===== config.mk =====
export PLATFORM = sky130hd
export DESIGN_NAME = outstanding_request_tracker_top
export DESIGN_NICKNAME = d
export VERILOG_FILES = /design/src/design/ort_pkg.sv /design/src/design/outstanding_request_tracker_top.sv
export SDC_FILE = /design/constraint.sdc
export NUM_CORES = 2
export LEC_CHECK = 0
export ABC_AREA = 1
export BUFFER_PORTS_ARGS = -buffer_cell sky130_fd_sc_hd__buf_4
export CAP_MARGIN = 20
export CORE_MARGIN = 2
export CORE_UTILIZATION = 53
export CTS_CLUSTER_DIAMETER = 30
export DETAILED_ROUTE_END_ITERATION = 6
export PLACE_DENSITY = 0.75
export SYNTH_ARGS = -nofsm -noshare
export SYNTH_HDL_FRONTEND = slang
export SYNTH_SLANG_ARGS = --single-unit

===== constraint.sdc =====
create_clock -name clk_i -period 12.82 [get_ports clk_i]
set_clock_uncertainty 0.05 [all_clocks]
set_input_delay 2.564 -clock clk_i [delete_from_list [all_inputs] [get_ports clk_i]]
set_output_delay 2.564 -clock clk_i [all_outputs]
set_load 0.01 [all_outputs]

===== src/design/ort_pkg.sv =====
// shared types and constants for the outstanding request tracker
`default_nettype none
package ort_pkg;

  localparam int unsigned Depth = 16;
  localparam int unsigned IdxW  = $clog2(Depth);
  localparam int unsigned CntW  = $clog2(Depth + 1);
  localparam int unsigned CfgIdxW = 4;
  localparam int unsigned CfgDataW = 32;
  localparam int unsigned TimeoutW = 31;
  localparam int unsigned OffsetW = 16;
  localparam int unsigned CountOutW = 5;
  localparam logic [TimeoutW-1:0] TimeoutReset = TimeoutW'(1000);

  typedef enum logic [1:0] {
    OP_INSERT    = 2'd0,
    OP_MATCH_RSP = 2'd1,
    OP_MATCH_REQ = 2'd2,
    OP_PURGE     = 2'd3
  } opcode_e;

  typedef enum logic [2:0] {
    ST_INSERTED  = 3'd0,
    ST_EVICTED   = 3'd1,
    ST_FOUND     = 3'd2,
    ST_NOT_FOUND = 3'd3,
    ST_PURGED    = 3'd4
  } status_e;

  typedef enum logic [CfgIdxW-1:0] {
    REG_TIMEOUT_TICKS = CfgIdxW'(0),
    REG_AGE_OFFSET    = CfgIdxW'(1)
  } cfg_reg_e;

  typedef struct packed {
    logic [1:0]  opcode;
    logic [5:0]  netfn;
    logic [7:0]  cmd;
    logic [5:0]  tgt_seq;
    logic [5:0]  src_seq;
    logic [7:0]  src_interface;
    logic [7:0]  dst_interface;
    logic [31:0] time_now;
  } req_t;

  typedef struct packed {
    logic [2:0]           status;
    logic [5:0]           seq_out;
    logic [7:0]           src_interface_out;
    logic [7:0]           dst_interface_out;
    logic [CountOutW-1:0] removed_count;
    logic [CountOutW-1:0] occupancy;
  } rsp_t;

  typedef struct packed {
    logic [5:0]  netfn;
    logic [7:0]  cmd;
    logic [5:0]  tgt_seq;
    logic [5:0]  src_seq;
    logic [7:0]  src_interface;
    logic [7:0]  dst_interface;
    logic [31:0] stamp;
  } entry_t;

endpackage
`default_nettype wire


===== src/design/outstanding_request_tracker_top.sv =====
// outstanding request table: ordered entry store, sequencer and result register
//
// Keeps up to 16 sent requests in arrival order. Each beat is one operation:
// insert (evicting the oldest entry when full), match a response, match a
// request, or purge expired entries. Every operation walks the stored entries
// once through a single read port and compacts the table in place through a
// single write port, and the input stalls until the result has been registered.
// The result sits in an output register, so a stalled result only holds the
// block once the next operation has finished.
// Configuration writes are always taken and must arrive while the block idles.
`default_nettype none
module outstanding_request_tracker_top
  import ort_pkg::*;
(
  input  wire logic                clk_i,
  input  wire logic                rst_ni,
  input  wire logic                in_valid_i,
  output logic                     in_stall_o,
  input  wire req_t                in_data_i,
  output logic                     out_valid_o,
  input  wire logic                out_stall_i,
  output rsp_t                     out_data_o,
  input  wire logic                cfg_valid_i,
  output logic                     cfg_ready_o,
  input  wire logic [CfgIdxW-1:0]  cfg_index_i,
  input  wire logic [CfgDataW-1:0] cfg_data_i
);

  typedef enum logic [1:0] {
    S_IDLE,
    S_SCAN,
    S_DONE
  } state_e;

  state_e              state_q;
  req_t                req_q;
  logic [31:0]         base_q;
  logic [CntW-1:0]     cnt_q;
  logic [CntW-1:0]     rd_q;
  logic [CntW-1:0]     rd_d;
  logic [CntW-1:0]     wr_q;
  logic [CntW-1:0]     removed_q;
  logic                found_q;
  logic                evict_q;
  logic [5:0]          seq_hit_q;
  logic [7:0]          src_hit_q;
  logic [7:0]          dst_hit_q;
  logic                out_valid_q;
  rsp_t                out_q;
  logic [TimeoutW-1:0] timeout_q;
  logic [OffsetW-1:0]  offset_q;

  entry_t mem_q [Depth];
  entry_t ent_q;

  entry_t          new_ent;
  logic            scan_end;
  logic            rsp_hit;
  logic            req_hit;
  logic [31:0]     age;
  logic            expired;
  logic            drop;
  logic            mem_we;
  logic [IdxW-1:0] mem_wa;
  entry_t          mem_wd;
  logic            in_fire;
  logic            out_load;
  logic [2:0]      status_d;

  assign in_stall_o  = (state_q != S_IDLE);
  assign in_fire     = in_valid_i && (state_q == S_IDLE);
  assign cfg_ready_o = 1'b1;
  assign out_valid_o = out_valid_q;
  assign out_data_o  = out_q;
  assign out_load    = (state_q == S_DONE) && (!out_valid_q || !out_stall_i);

  always_comb begin
    scan_end = (rd_q == cnt_q);
    rsp_hit  = (req_q.netfn != 6'd0) && (ent_q.netfn == req_q.netfn - 6'd1) &&
               (ent_q.cmd == req_q.cmd) && (ent_q.tgt_seq == req_q.tgt_seq);
    req_hit  = (ent_q.netfn == req_q.netfn) && (ent_q.cmd == req_q.cmd) &&
               (ent_q.src_seq == req_q.src_seq);
    age      = base_q - ent_q.stamp;
    expired  = (age > {1'b0, timeout_q});
    case (req_q.opcode)
      OP_INSERT:    drop = evict_q && (rd_q == '0);
      OP_MATCH_RSP: drop = !found_q && rsp_hit;
      OP_MATCH_REQ: drop = !found_q && req_hit;
      OP_PURGE:     drop = expired;
      default:      drop = 1'b0;
    endcase
  end

  // read address runs one entry ahead of the registered read data
  always_comb begin
    rd_d = rd_q;
    if (in_fire) begin
      rd_d = '0;
    end else if ((state_q == S_SCAN) && !scan_end) begin
      rd_d = rd_q + CntW'(1);
    end
  end

  always_comb begin
    new_ent.netfn         = req_q.netfn;
    new_ent.cmd           = req_q.cmd;
    new_ent.tgt_seq       = req_q.tgt_seq;
    new_ent.src_seq       = req_q.src_seq;
    new_ent.src_interface = req_q.src_interface;
    new_ent.dst_interface = req_q.dst_interface;
    new_ent.stamp         = req_q.time_now;
    mem_we = 1'b0;
    mem_wa = wr_q[IdxW-1:0];
    mem_wd = ent_q;
    if (state_q == S_SCAN) begin
      if (scan_end) begin
        mem_we = (req_q.opcode == OP_INSERT);
        mem_wd = new_ent;
      end else begin
        mem_we = !drop && (wr_q != rd_q);
      end
    end
  end

  always_comb begin
    case (req_q.opcode)
      OP_INSERT:    status_d = evict_q ? ST_EVICTED : ST_INSERTED;
      OP_MATCH_RSP,
      OP_MATCH_REQ: status_d = found_q ? ST_FOUND : ST_NOT_FOUND;
      OP_PURGE:     status_d = ST_PURGED;
      default:      status_d = ST_NOT_FOUND;
    endcase
  end

  // entry store, one read and one write a cycle
  always_ff @(posedge clk_i) begin
    if (mem_we) begin
      mem_q[mem_wa] <= mem_wd;
    end
    ent_q <= mem_q[rd_d[IdxW-1:0]];
  end

  always_ff @(posedge clk_i or negedge rst_ni) begin
    if (!rst_ni) begin
      state_q     <= S_IDLE;
      req_q       <= '0;
      base_q      <= '0;
      cnt_q       <= '0;
      rd_q        <= '0;
      wr_q        <= '0;
      removed_q   <= '0;
      found_q     <= 1'b0;
      evict_q     <= 1'b0;
      seq_hit_q   <= '0;
      src_hit_q   <= '0;
      dst_hit_q   <= '0;
      out_valid_q <= 1'b0;
      out_q       <= '0;
      timeout_q   <= TimeoutReset;
      offset_q    <= '0;
    end else begin
      if (cfg_valid_i) begin
        case (cfg_index_i)
          REG_TIMEOUT_TICKS: timeout_q <= cfg_data_i[TimeoutW-1:0];
          REG_AGE_OFFSET:    offset_q  <= cfg_data_i[OffsetW-1:0];
          default: ;
        endcase
      end
      if (out_load) begin
        out_valid_q <= 1'b1;
      end else if (!out_stall_i) begin
        out_valid_q <= 1'b0;
      end
      rd_q <= rd_d;
      case (state_q)
        S_IDLE: begin
          if (in_fire) begin
            req_q     <= in_data_i;
            base_q    <= in_data_i.time_now + {16'd0, offset_q};
            wr_q      <= '0;
            removed_q <= '0;
            found_q   <= 1'b0;
            evict_q   <= (in_data_i.opcode == OP_INSERT) && (cnt_q == CntW'(Depth));
            seq_hit_q <= '0;
            src_hit_q <= '0;
            dst_hit_q <= '0;
            state_q   <= S_SCAN;
          end
        end
        S_SCAN: begin
          if (scan_end) begin
            cnt_q   <= (req_q.opcode == OP_INSERT) ? wr_q + CntW'(1) : wr_q;
            state_q <= S_DONE;
          end else begin
            if (drop) begin
              removed_q <= removed_q + CntW'(1);
              if (req_q.opcode == OP_MATCH_RSP || req_q.opcode == OP_MATCH_REQ) begin
                found_q   <= 1'b1;
                seq_hit_q <= (req_q.opcode == OP_MATCH_RSP) ? ent_q.src_seq
                                                            : ent_q.tgt_seq;
                src_hit_q <= ent_q.src_interface;
                dst_hit_q <= ent_q.dst_interface;
              end
            end else begin
              wr_q <= wr_q + CntW'(1);
            end
          end
        end
        S_DONE: begin
          if (out_load) begin
            out_q.status            <= status_d;
            out_q.seq_out           <= seq_hit_q;
            out_q.src_interface_out <= src_hit_q;
            out_q.dst_interface_out <= dst_hit_q;
            out_q.removed_count     <= CountOutW'(removed_q);
            out_q.occupancy         <= CountOutW'(cnt_q);
            state_q                 <= S_IDLE;
          end
        end
        default: state_q <= S_IDLE;
      endcase
    end
  end

  a_cnt_bound: assert property (@(posedge clk_i) disable iff (!rst_ni)
    cnt_q <= CntW'(Depth))
    else $error("entry count beyond table depth");

  a_compact_order: assert property (@(posedge clk_i) disable iff (!rst_ni)
    (state_q == S_SCAN) |-> (wr_q <= rd_q) && (rd_q <= cnt_q))
    else $error("scan pointers out of order");

  a_start_scan: assert property (@(posedge clk_i) disable iff (!rst_ni)
    in_fire |=> (state_q == S_SCAN) && (rd_q == '0))
    else $error("accepted beat did not start a scan");

  a_done_loads: assert property (@(posedge clk_i) disable iff (!rst_ni)
    out_load |=> out_valid_q && (state_q == S_IDLE))
    else $error("finished result not registered");

endmodule
`default_nettype wire


# Word level (Yosys, flattened, before mapping)
# Memories as Yosys holds them, arrays and structs flattened. A register that Yosys moved wholly into a read port is not among the register bits.
# Cells that the tools add are included.
# classes
n_addsub	6
magnitude_cmp	1
n_eq_ne	22
muxes	46
n_reduce_logical	39
# ops
op	count
$mux W74	2
$mux W8	7
$mux W5	8
$add A32 B16 Y32	1
$gt A32 B31 Y1	1
$pmux W8 S2	2
$sub A32 B32 Y32	1
$mux W6	5
$eq A6 B6 Y1	4
$pmux W5 S2	2
$add A5 B1 Y5 const B	3
$logic_and A1 B1 Y1	13
$mux W1	12
$ne A2 B2 Y1 const B	6
$pmux W6 S2	1
$reduce_and A2 Y1	5
$pmux W3 S3	1
$eq A8 B8 Y1	1
$reduce_and A4 Y1	2
$eq A2 B2 Y1 const B	3
$logic_not A2 Y1	3
$mux W2	3
$pmux W2 S3	1
$reduce_bool A2 Y1	3
other kinds (17)	24
# word_totals
regBits	237
mem_bits_rw	1184
out_inout_bits	38
wordCells	144
memories	1
# mem_list
memory	depth	width	rd	rd_ports_with_merged_regs	wr	line	rtl
mem_q	16	74	1	1	1	outstanding_request_tracker_top.sv:53	entry_t mem_q [Depth];

# Depth between registers and ports, before layout
# logic_depth
word_depth	13
mapped_depth	38
mapped_depth_nobuf	37

# Worst setup path after synthesis
# Ideal clock, no wire load.
# synth_path
path_kind	reg-to-reg
startpoint	reg base_q[0]
endpoint	mem mem_q[15][0] (netlist name), enable pin
arrival_ns	7.205
t_required_ns	12.239
slack_ns	5.034
stages_incl_launch_ff	32
period_less_slack_ns	7.786
path_cell_list	dfrtp_1 inv_1 ha_1 inv_1 fa_1 nand3_1 nand2_1 nand2_1 nand2_1 a21boi_0 o21ai_1 a21boi_0 o21bai_1 a21oi_1 o21ai_1 xor2_1 ha_1 inv_1 nor3_1 a211oi_1 nand2_1 nand2_1 nand2_1 nand2_1 nand2_1 nand2_1 nand2_1 nand2_1 nand3_1 nand2_1 nand2_1 a21oi_1
# synth_between
elab_chain_len	9
# synth_lines
element	line	rtl
start: declaration	outstanding_request_tracker_top.sv:37	logic [31:0] base_q;
start signal: assignment	outstanding_request_tracker_top.sv:179	base_q <= in_data_i.time_now + {16'd0, offset_q};
$sub A32 B32 Y32	outstanding_request_tracker_top.sv:83	age = base_q - ent_q.stamp;
$gt A32 B31 Y1	outstanding_request_tracker_top.sv:84	expired = (age > {1'b0, timeout_q});
$pmux W1 S4	outstanding_request_tracker_top.sv:85	case (req_q.opcode)
$logic_not A1 Y1	outstanding_request_tracker_top.sv:120	mem_we = !drop && (wr_q != rd_q);
$logic_and A1 B1 Y1	outstanding_request_tracker_top.sv:120	
$mux W1	outstanding_request_tracker_top.sv:116	if (scan_end) begin
$mux W1	outstanding_request_tracker_top.sv:115	if (state_q == S_SCAN) begin
$mux W1	outstanding_request_tracker_top.sv:137	if (mem_we) begin
$mux W1 (not written as such)	outstanding_request_tracker_top.sv:138	mem_q[mem_wa] <= mem_wd;
end: declaration	outstanding_request_tracker_top.sv:53	
# Every way passes these cells.

# Worst setup path in the final report
# layout_path
startpoint	reg ent_q[0] (netlist name)
endpoint	mem mem_q[5][65] (netlist name), enable pin
# layout_between
elab_chain_len	9
# layout_lines
element	line
$sub A32 B32 Y32	outstanding_request_tracker_top.sv:83
$gt A32 B31 Y1	outstanding_request_tracker_top.sv:84
$pmux W1 S4	outstanding_request_tracker_top.sv:85
$logic_not A1 Y1	outstanding_request_tracker_top.sv:120
$logic_and A1 B1 Y1	outstanding_request_tracker_top.sv:120
$mux W1	outstanding_request_tracker_top.sv:116
$mux W1	outstanding_request_tracker_top.sv:115
$mux W1	outstanding_request_tracker_top.sv:137
$mux W1 (not written as such)	outstanding_request_tracker_top.sv:138
# Every way passes these cells.

==> qor.yml <==
clocking:
  htreeDepth: 5
  path_clk_slew_ns: 0.05
  tritoncts: "yes"
  cts_hold_buffers: 0
  insertion_delay_ns: 0.90
  cts_buffers: 297
  clock-sinks: 1495
  clockRootBuffer: "clkbuf_16"
  cts_setup_buffers: 0
  cts_buffer_depth: 4
  post_cts_resized: 0
floorplan:
  initial_core_util_pct: 53.6
  fp.coreArea_sq_um: 115000
  dieArea_sq_um: 118000
  die_y_um: 344
  io_pins: 155
  die_w_um: 344
  fp-row-count: 124
synthesis:
  synth_area_leaders: "edfxtp_1 (58%), dfrtp_1 (9.4%), nand2_1 (6.9%)"
  synthCells: 5309
  seq_area_frac_synth_pct: 70.1
  yosysUniqueCellTypes: 45
  synth.largest_area_cell: "edfxtp_1"
  syn_nets: 5519
  synth_top_area_share_pct: 58.0
  syn_area_sq_um: 61300
  avgSynthCellArea_sq_um: 11.6
  ys_ff_latch: 1495
  yosysWarnings: 0
flow_run:
  maxCapViolCount: 0
pwr:
  power.density_nw_per_um2: 315
  total_power_w: 0.0234
  total_leakage_power_nw: 28.2
  peakVddDrop_uv: 386
grt:
  overflow: 0
  grt_max_degree: 241
  antenna_found_initial: 2
  track_usage_pct: 28.7
  grt_pass1_wl_um: 258000
  grt_pass1_vias: 44900
routing:
  drt-pass1-iter-count: 6
  routedWlPerCell_um: 23.3
  drt_wl_total_um: 171000
  vias_per_cell: 6.10
  vias: 44700
  drc: 0
  detail-route-antenna-nets: 0
  drt_iter0_markers: 5410
setup_path:
  critPathCaptureType: "flop"
  startpoint_type: "flop"
  criticalPathCategory: "flop to flop"
  path_buf_inv: 4
  cpLargestDelayFamily: "simple AND/OR/NAND/NOR gates"
  crit_arrival_ns: 8.36
  critical-path-max-stage-delay_ns: 0.77
  crit_top_cell: "nand2_1"
  critPathMaxFanout: 34
  critical_path.slowest_cell: "buf_4"
  worstPathRequired_ns: 13.22
final_layout:
  final_util_pct: 64.9
  finalNetCount: 5791
  fillers: 7800
  syn2layout_area_growth_pct: 21.2
  regArea_sq_um: 43000
  multi_input_area_sq_um: 16500
  layout-drive-gt1-share_pct: 13.8
  fin_area_sq_um: 74300
timing:
  drv_slew: 0
  fin_crit_sh_pct: 62.1
  fin_hold_ws_ns: 0.412
  rsz0062_at_grt: "false"
  period_needed_ns: 7.96
  fmax_mhz: 126
  worst_pin_slew_ns: 1.18
  hold_viol: 0
  relSlewSlack_pct: 21.5
  setup_tns_ns: 0
  finalSetupViolations: 0
placement:
  place_area_sq_um: 64400
  numPortBuffers: 152
  place.gp.congestion: 0.898
  dpl.hpwl_um: 84700
worst_hold_path:
  min_path_type: "flop to flop"
status:
  status: "complete, no violations"
## logic make-up after synthesis
logic type               share of synthesized area, %
AO/OA/AOI/OAI                                    9.59
XOR/XNOR                                        0.857
adder cells (fa/ha/maj)                          1.92
buffers and inverters                            3.28
other                                         0.00611
flip-flops                                       70.1
AND/OR/NAND/NOR                                  14.3
## layout by cell type (no fill, tap or decap), drive strengths merged
cell type  count
a2111oi        1
a211oi         7
a21boi         3
a21o           4
a21oi         91
a221oi         2
a31oi         52
a41oi          1
buf          286
bufinv        32
clkbuf       359
clkinv        86
clkinvlp      24
conb           1
dfrtp        231
dfstp          6
dfxtp         74
diode          1
edfxtp      1184
fa             2
ha            91
inv          229
nand2       1131
nand3        411
nand3b         3
nand4         40
nor2         525
nor3          21
nor4           4
o2111ai        1
o211ai        41
o21a           4
o21ai        586
o21bai         3
o221ai       160
o22ai         41
or2            9
xnor2         27
xor2          33
## routing by layer
metal | track usage [%] | wire [um] | vias to the layer above
met5 | 0 | 12 | -
met4 | 13.9 | 7160 | 2
met1 | 37.1 | 62900 | 21600
met3 | 6.28 | 19500 | 525
li1 | - | - | 19600
met2 | 46.1 | 81000 | 2953
## cell type report
cell class                 count  area share (%)
antenna                        1         0.00337
clock buffer                 359            10.7
clock inverter               165            2.57
inverter                     206            1.07
multi-input combinational   3295            22.2
sequential                  1495            57.8
tap                         1512            2.54
timing repair buffer         286            3.05
## tightest hold or removal path, stage by stage (launching register included)
cell	delay, ns
dfrtp_1	0.33
nand2_1	0.05
nand2_1	0.05
## power by group
part | leakage (nW) | switching, W | internal [W] | total, W
Combinational | 9.19 | 0.00612 | 0.00245 | 0.00857
Clock | 4.78 | 0.00252 | 0.00508 | 0.00760
Sequential | 14.3 | 0.000362 | 0.00690 | 0.00726
## synth_stat cells
library cell and count:
conb_1 1, inv_1 196, o21a_1 4, nor3_1 20, o21ai_2 1, buf_1 20
a41oi_1 1, o2111ai_1 1, nor3_4 1, a211oi_1 7, or2_2 9, nand4_1 40
dfxtp_1 74, nand3b_1 3, o22ai_1 41, dfrtp_1 231, a31oi_1 52, a21oi_1 91
nor2_1 524, o21bai_1 3, inv_2 8, buf_4 3, clkinv_1 2, clkbuf_1 246
edfxtp_1 1184, dfstp_2 6, o211ai_1 41, o21ai_1 44, nand2_2 1, o21ai_0 541
a2111oi_0 1, nand3_1 409, nand2_1 1130, nor4_1 4, nor2_2 1, a21o_1 4
xnor2_1 27, o221ai_1 160, a221oi_1 2, buf_2 44, fa_1 2, ha_1 91
xor2_1 33, a21boi_0 3, nand3_2 2
## registers in the layout, summed over array words and instances, names as in the netlist
signal	flops
out_valid_o	1
out_data_o	35
removed_q	5
ent_q	74
state_q	2
src_hit_q	8
rd_q	5
base_q	32
timeout_q	31
req_q	2
new_ent	74
found_q	1
cnt_q	5
offset_q	16
evict_q	1
wr_q	5
dst_hit_q	8
seq_hit_q	6
mem_q	1184
## path summary, 6_finish.rpt
| path | start | to | slack [ns] | cells after the start |
|---|---|---|---|---|
| max in group asynchronous | rst_ni | base_q[20] | 9.54 | 2 |
| max reg2reg | ent_q[0] | mem_q[5][65] | 4.86 | 34 |
| min in group asynchronous | rst_ni | offset_q[7] | 1.67 | 1 |
| min | seq_hit_q[5] | out_data_o[31] | 0.41 | 2 |
| max | ent_q[0] | mem_q[5][65] | 4.86 | 34 |
| min reg2reg | seq_hit_q[5] | out_data_o[31] | 0.41 | 2 |
## metrics by stage
stage	std cells	setup slack, ns
finish	7319	4.86
floorplan	5309	5.03
global placement	6786	5.05
global route	7318	4.46
CTS	7315	4.98
detailed placement	6791	5.07
(Power assumes the default switching activity.)
